===== config.mk =====
export PLATFORM = sky130hd
export DESIGN_NAME = tlptm_ctrl
export DESIGN_NICKNAME = d
export VERILOG_FILES = /design/src/rtl/tlptm_pkg.sv /design/src/rtl/tlptm_ctrl.sv
export SDC_FILE = /design/constraint.sdc
export NUM_CORES = 1
export LEC_CHECK = 0
export ABC_AREA = 1
export ABC_CLOCK_PERIOD_IN_PS = 2300
export BUFFER_PORTS_ARGS = -buffer_cell sky130_fd_sc_hd__buf_2
export CORE_AREA = 2 2 39 41
export DETAILED_ROUTE_END_ITERATION = 10
export DIE_AREA = 0 0 41 43
export PLACE_DENSITY = 0.77
export SLEW_MARGIN = 30
export SYNTH_ARGS = -nofsm -noshare
export SYNTH_HDL_FRONTEND = slang
export SYNTH_SLANG_ARGS = --single-unit

===== constraint.sdc =====
create_clock -name i_clk -period 2.3 [get_ports i_clk]
set_input_delay 0.345 -clock i_clk [delete_from_list [all_inputs] [get_ports i_clk]]
set_output_delay 0.345 -clock i_clk [all_outputs]
set_load 0.005 [all_outputs]

===== src/rtl/tlptm_pkg.sv =====
package tlptm_pkg;

    // Field widths of one item.
    localparam int ADDR_W = 32;
    localparam int FLAG_W = 12;
    localparam int CMD_W  = 2;

    // Address split for 4 KiB pages with a two-level walk.
    localparam int IDX_W     = 10;
    localparam int OFS_W     = 12;
    localparam int DIR_SHIFT = 22;
    localparam int TBL_SHIFT = 12;
    localparam int DIR_DEPTH = 1024;

    // Command codes; the fourth code has no meaning.
    localparam logic [CMD_W-1:0] CMD_MAP   = 2'd0;
    localparam logic [CMD_W-1:0] CMD_UNMAP = 2'd1;
    localparam logic [CMD_W-1:0] CMD_XLATE = 2'd2;

    typedef struct packed {
        logic [CMD_W-1:0]  cmd;
        logic [ADDR_W-1:0] virt_addr;
        logic [ADDR_W-1:0] frame_addr;
        logic [FLAG_W-1:0] page_flags;
    } t_req;

    typedef struct packed {
        logic [ADDR_W-1:0] phys_result;
        logic              mapped;
        logic              status;
    } t_rsp;

    // Source of the result that the datapath stages.
    typedef enum logic [1:0] {
        RES_ZERO  = 2'd0,
        RES_FAIL  = 2'd1,
        RES_XLATE = 2'd2
    } t_res_sel;

    // Commands from the controller to the datapath.
    typedef struct packed {
        logic     capture;
        logic     dir_init;
        logic     dir_wr;
        logic     alloc;
        logic     cnt_inc;
        logic     tbl_wr;
        logic     tbl_rd;
        logic     tbl_from_reg;
        logic     idx_from_cnt;
        logic     tbl_zero;
        logic     res_load;
        t_res_sel res_sel;
        logic     out_load;
    } t_dp_cmd;

    // Status from the datapath to the controller.
    typedef struct packed {
        logic [CMD_W-1:0] cmd;
        logic             present;
        logic             pool_full;
        logic             cnt_last;
    } t_dp_sts;

endpackage


===== src/rtl/tlptm_ctrl.sv =====
module tlptm_ctrl (
    input  logic               i_clk,
    input  logic               i_rst_n,
    input  logic               i_in_valid,
    output logic               o_in_ready,
    output logic               o_out_valid,
    input  logic               i_out_ready,
    input  tlptm_pkg::t_dp_sts i_sts,
    output tlptm_pkg::t_dp_cmd o_cmd
);
    import tlptm_pkg::*;

    typedef enum logic [6:0] {
        S_INIT = 7'b0000001,
        S_IDLE = 7'b0000010,
        S_DEC  = 7'b0000100,
        S_TCLR = 7'b0001000,
        S_TWR  = 7'b0010000,
        S_TCHK = 7'b0100000,
        S_DONE = 7'b1000000
    } t_state;

    t_state r_state;
    t_state n_state;
    logic   r_out_vld;
    logic   n_out_vld;

    // Next state and datapath commands.
    always_comb begin
        n_state    = r_state;
        o_cmd      = '0;
        o_cmd.res_sel = RES_ZERO;
        o_in_ready = 1'b0;
        unique case (r_state)
            S_INIT: begin
                o_cmd.dir_init = 1'b1;
                o_cmd.cnt_inc  = 1'b1;
                if (i_sts.cnt_last) begin
                    n_state = S_IDLE;
                end
            end
            S_IDLE: begin
                o_in_ready = 1'b1;
                if (i_in_valid) begin
                    o_cmd.capture = 1'b1;
                    n_state       = S_DEC;
                end
            end
            S_DEC: begin
                n_state        = S_DONE;
                o_cmd.res_load = 1'b1;
                unique case (i_sts.cmd)
                    CMD_MAP: begin
                        if (i_sts.present) begin
                            o_cmd.tbl_wr = 1'b1;
                        end else if (i_sts.pool_full) begin
                            o_cmd.res_sel = RES_FAIL;
                        end else begin
                            o_cmd.res_load = 1'b0;
                            o_cmd.dir_wr   = 1'b1;
                            o_cmd.alloc    = 1'b1;
                            n_state        = S_TCLR;
                        end
                    end
                    CMD_UNMAP: begin
                        o_cmd.tbl_wr = i_sts.present;
                    end
                    CMD_XLATE: begin
                        if (i_sts.present) begin
                            o_cmd.res_load = 1'b0;
                            o_cmd.tbl_rd   = 1'b1;
                            n_state        = S_TCHK;
                        end
                    end
                    default: begin
                        o_cmd.res_load = 1'b1;
                    end
                endcase
            end
            S_TCLR: begin
                o_cmd.tbl_wr       = 1'b1;
                o_cmd.tbl_from_reg = 1'b1;
                o_cmd.idx_from_cnt = 1'b1;
                o_cmd.tbl_zero     = 1'b1;
                o_cmd.cnt_inc      = 1'b1;
                if (i_sts.cnt_last) begin
                    n_state = S_TWR;
                end
            end
            S_TWR: begin
                o_cmd.tbl_wr       = 1'b1;
                o_cmd.tbl_from_reg = 1'b1;
                o_cmd.res_load     = 1'b1;
                n_state            = S_DONE;
            end
            S_TCHK: begin
                o_cmd.res_load = 1'b1;
                o_cmd.res_sel  = RES_XLATE;
                n_state        = S_DONE;
            end
            S_DONE: begin
                if (!r_out_vld || i_out_ready) begin
                    o_cmd.out_load = 1'b1;
                    n_state        = S_IDLE;
                end
            end
            default: begin
                n_state = S_INIT;
            end
        endcase
    end

    // The output register holds a result until the sink takes it.
    always_comb begin
        n_out_vld = r_out_vld;
        if (o_cmd.out_load) begin
            n_out_vld = 1'b1;
        end else if (i_out_ready) begin
            n_out_vld = 1'b0;
        end
    end

    always_ff @(posedge i_clk) begin
        if (!i_rst_n) begin
            r_state   <= S_INIT;
            r_out_vld <= 1'b0;
        end else begin
            r_state   <= n_state;
            r_out_vld <= n_out_vld;
        end
    end

    assign o_out_valid = r_out_vld;

    // A result never overwrites one that has not been taken.
    a_no_overwrite: assert property (@(posedge i_clk) disable iff (!i_rst_n)
        o_cmd.out_load |-> (!r_out_vld || i_out_ready))
        else $error("result register overwritten");

    // A table clear runs until the counter reaches its last index.
    a_clear_holds: assert property (@(posedge i_clk) disable iff (!i_rst_n)
        (r_state == S_TCLR && !i_sts.cnt_last) |=> (r_state == S_TCLR))
        else $error("table clear cut short");

    // An allocation is always followed by a clear of the new table.
    a_alloc_clear: assert property (@(posedge i_clk) disable iff (!i_rst_n)
        o_cmd.alloc |=> (r_state == S_TCLR))
        else $error("allocation without table clear");

endmodule


==> flow_summary.json <==
{
  "drive_gt1_share_pct": 37.5,
  "rr_startpoint": "r_state[3]$_SDFFE_PN0P_",
  "whs_ns": 0.333,
  "seq_power_share_pct": 30.8,
  "synth_xor_area_share_pct": 0,
  "dp_cells": 133,
  "grt_max_degree": 7,
  "viasPerCell": 4.82,
  "yosys.area_share.simple_pct": 52.4,
  "ys_warn_count": 0,
  "p_int_uw": 336,
  "grt_pass1_wl_um": 2170,
  "crit_path_start_kind": "register",
  "drtIter0Drc": 13,
  "final_nets": 131,
  "clk_latency_ns": 0.25,
  "switchingPower_uw": 270,
  "worstPathCellList": "inv_2 > nand2_2 > nor2_4 > nand4_2 > o31ai_1 > buf_2",
  "slew-limit-headroom_pct": 85.6,
  "drt_wl_total_um": 1340,
  "cts_buffers": 3,
  "clockBufferDepth": 2,
  "clock-skew-final_ns": 0.00117,
  "core_um2": 1380,
  "ioPinCount": 25,
  "ctsHoldBuffers": 0,
  "stdcell_count": 136,
  "syn_to_final_growth_pct": 24.7,
  "pre_cts_slack_ns": 0.793,
  "start_util_pct": 41.0,
  "synth_cells": 96,
  "first_pass_iters": 4,
  "dp_hpwl_um": 1150,
  "critPathSlowestCell": "dfxtp_1",
  "postCtsSetupRepairBufs": 0,
  "antenna_found_initial": 0,
  "htreeDepth": 1,
  "fin_crit_ns": 1.78,
  "p_leak_nw": 0.436,
  "syn_area_per_cell_um2": 5.92,
  "startpoint": "r_state[4]$_SDFFE_PN0P_",
  "p_clk_share_pct": 17.9,
  "final.setup.worst_slack_ns": 0.520,
  "track_usage_pct": 17.8,
  "cp_data_required_time_ns": 1.96,
  "power.density_nw_per_um2": 856,
  "synth_compound_area_share_pct": 2.20,
  "overflow": 0,
  "syn_nets": 105,
  "power_frac_comb_pct": 51.3,
  "synthMuxAreaShare_pct": 0,
  "fmax_mhz": 562,
  "io_buffers": 24,
  "drc": 0,
  "cts_tree": "done",
  "fp.dieH_um": 43,
  "setup_viol": 0,
  "rows": 14,
  "diodes": 0,
  "worstHoldPathType": "input pin to register",
  "vias": 656,
  "fin_crit_sh_pct": 77.4,
  "cts-resized-gates": 0,
  "worstMarginPinSlew_ns": 0.215,
  "finalSetupTns_ns": 0,
  "ys_seq_area_share_pct": 28.2,
  "arrival_ns": 1.43,
  "nFillCells": 152,
  "synth_top_family_by_area": "simple AND/OR/NAND/NOR gates",
  "rsz0062_at_grt": "no",
  "routabilityCongestion": 0.885,
  "maxCapViolCount": 0,
  "critical_path_class": "register to output pin",
  "clkTransAtPathRegs_ns": 0.06,
  "cts.sinks": 8,
  "cpPeakStageDelay_ns": 0.32,
  "ant_nets": 0,
  "status": "finished clean",
  "syn_area_um2": 568,
  "die_x_um": 41,
  "grt_pass1_vias": 521,
  "ys_types": 16,
  "cts_root_buffer": "clkbuf_4",
  "worstPathMaxFanout": 6,
  "die_area_um2": 1760,
  "end_kind": "output pin",
  "ys_seq_elements": 8,
  "drt-wirelength-per-cell_um": 9.82,
  "switching_share_pct": 44.6,
  "hold_viol": 0,
  "hold_path.startpoint": "i_rst_n",
  "synthAdderAreaFrac_pct": 0,
  "slew_violations": 0,
  "ir_worst_vdd_mv": 0.407
}
state kept, by name, summed over array words and instances, names as in the netlist:
name         count
o_out_valid      1
r_state          7
layer usage:
| metal | wire length, um | GRT usage (%) | up-vias |
|---|---|---|---|
| li1 | - | - | 341 |
| met1 | 622 | 23.5 | 281 |
| met2 | 586 | 25.9 | 30 |
| met3 | 98 | 4.71 | 4 |
| met4 | 27 | 8.00 | 0 |
| met5 | 0 | 0 | - |
cell usage after synthesis:
library cell / instances / area, um^2
buf_4: 3 / 22.5
nand4_1: 3 / 18.8
nor2_1: 23 / 86.3
nand2_1: 15 / 56.3
nand3_1: 8 / 40.0
o21ai_1: 1 / 5.00
nand2_2: 7 / 43.8
nand4_2: 1 / 12.5
dfxtp_1: 8 / 160
nor2_4: 1 / 11.3
o31ai_1: 1 / 7.51
nand3b_1: 1 / 7.51
inv_1: 12 / 45.0
inv_2: 8 / 30.0
nor3_1: 3 / 15.0
nor2_2: 1 / 6.26
path summary, 6_finish.rpt:
path / to / slack (ns) / depth (start not counted)
worst min-delay path: r_state[0]$_SDFFE_PN1P_ / 0.33 / 2
worst max register to register: r_state[3]$_SDFFE_PN0P_ / 1.02 / 10
worst max-delay path: o_cmd[8] / 0.52 / 6
worst min register to register: r_state[0]$_SDFFE_PN1P_ / 0.51 / 2
cells by family (layout without fill, tap and decap cells):
family | Yosys count | in the layout
compound gates | 2 | 2
buf+inv | 23 | 47
simple gates | 63 | 63
flops | 8 | 8
cell usage in the layout, fill, tap and decap left out, types with 3 or more instances in the layout:
cell      count
inv_2         8
inv_1        12
nand3_1       8
nor3_1        3
nor2_1       23
nand4_1       3
buf_2        24
nand2_1      15
nand2_2       7
dfxtp_1       8
clkbuf_4      3
metrics by stage:
stage	util, %	power (mW)	area [um^2]
after floorplan	-	0.400	568
after global placement	49.5	0.489	686
after detailed placement	49.5	0.496	686
after CTS	51.2	0.605	708
after global routing	51.2	0.657	708
final	51.2	0.606	708
worst max-delay path: cells and delay by family, from the launching register on:
kind | cells | cell delay, ns
compound gates | 1 | 0.24
simple gates | 3 | 0.42
buf+inv | 2 | 0.21
flops | 1 | 0.32
cell type report:
cell class / count / area (um^2) / area share, %
repair buffers: 24 / 120 / 17.0
inverters: 20 / 75.1 / 10.6
well taps: 16 / 20.0 / 2.83
flip-flops and latches: 8 / 160 / 22.6
multi-input cells: 65 / 310 / 43.8
clock buffers: 3 / 22.5 / 3.18
power by group through the flow:
stage | logic (mW) | clock network (mW) | registers (mW)
global route | 0.344 | 0.122 | 0.191
CTS | 0.307 | 0.110 | 0.187
global placement | 0.301 | 0 | 0.189
finish | 0.311 | 0.109 | 0.187
detailed placement | 0.306 | 0 | 0.190
floorplan | 0.215 | 0 | 0.185
Power figures use the tool's default switching activity.
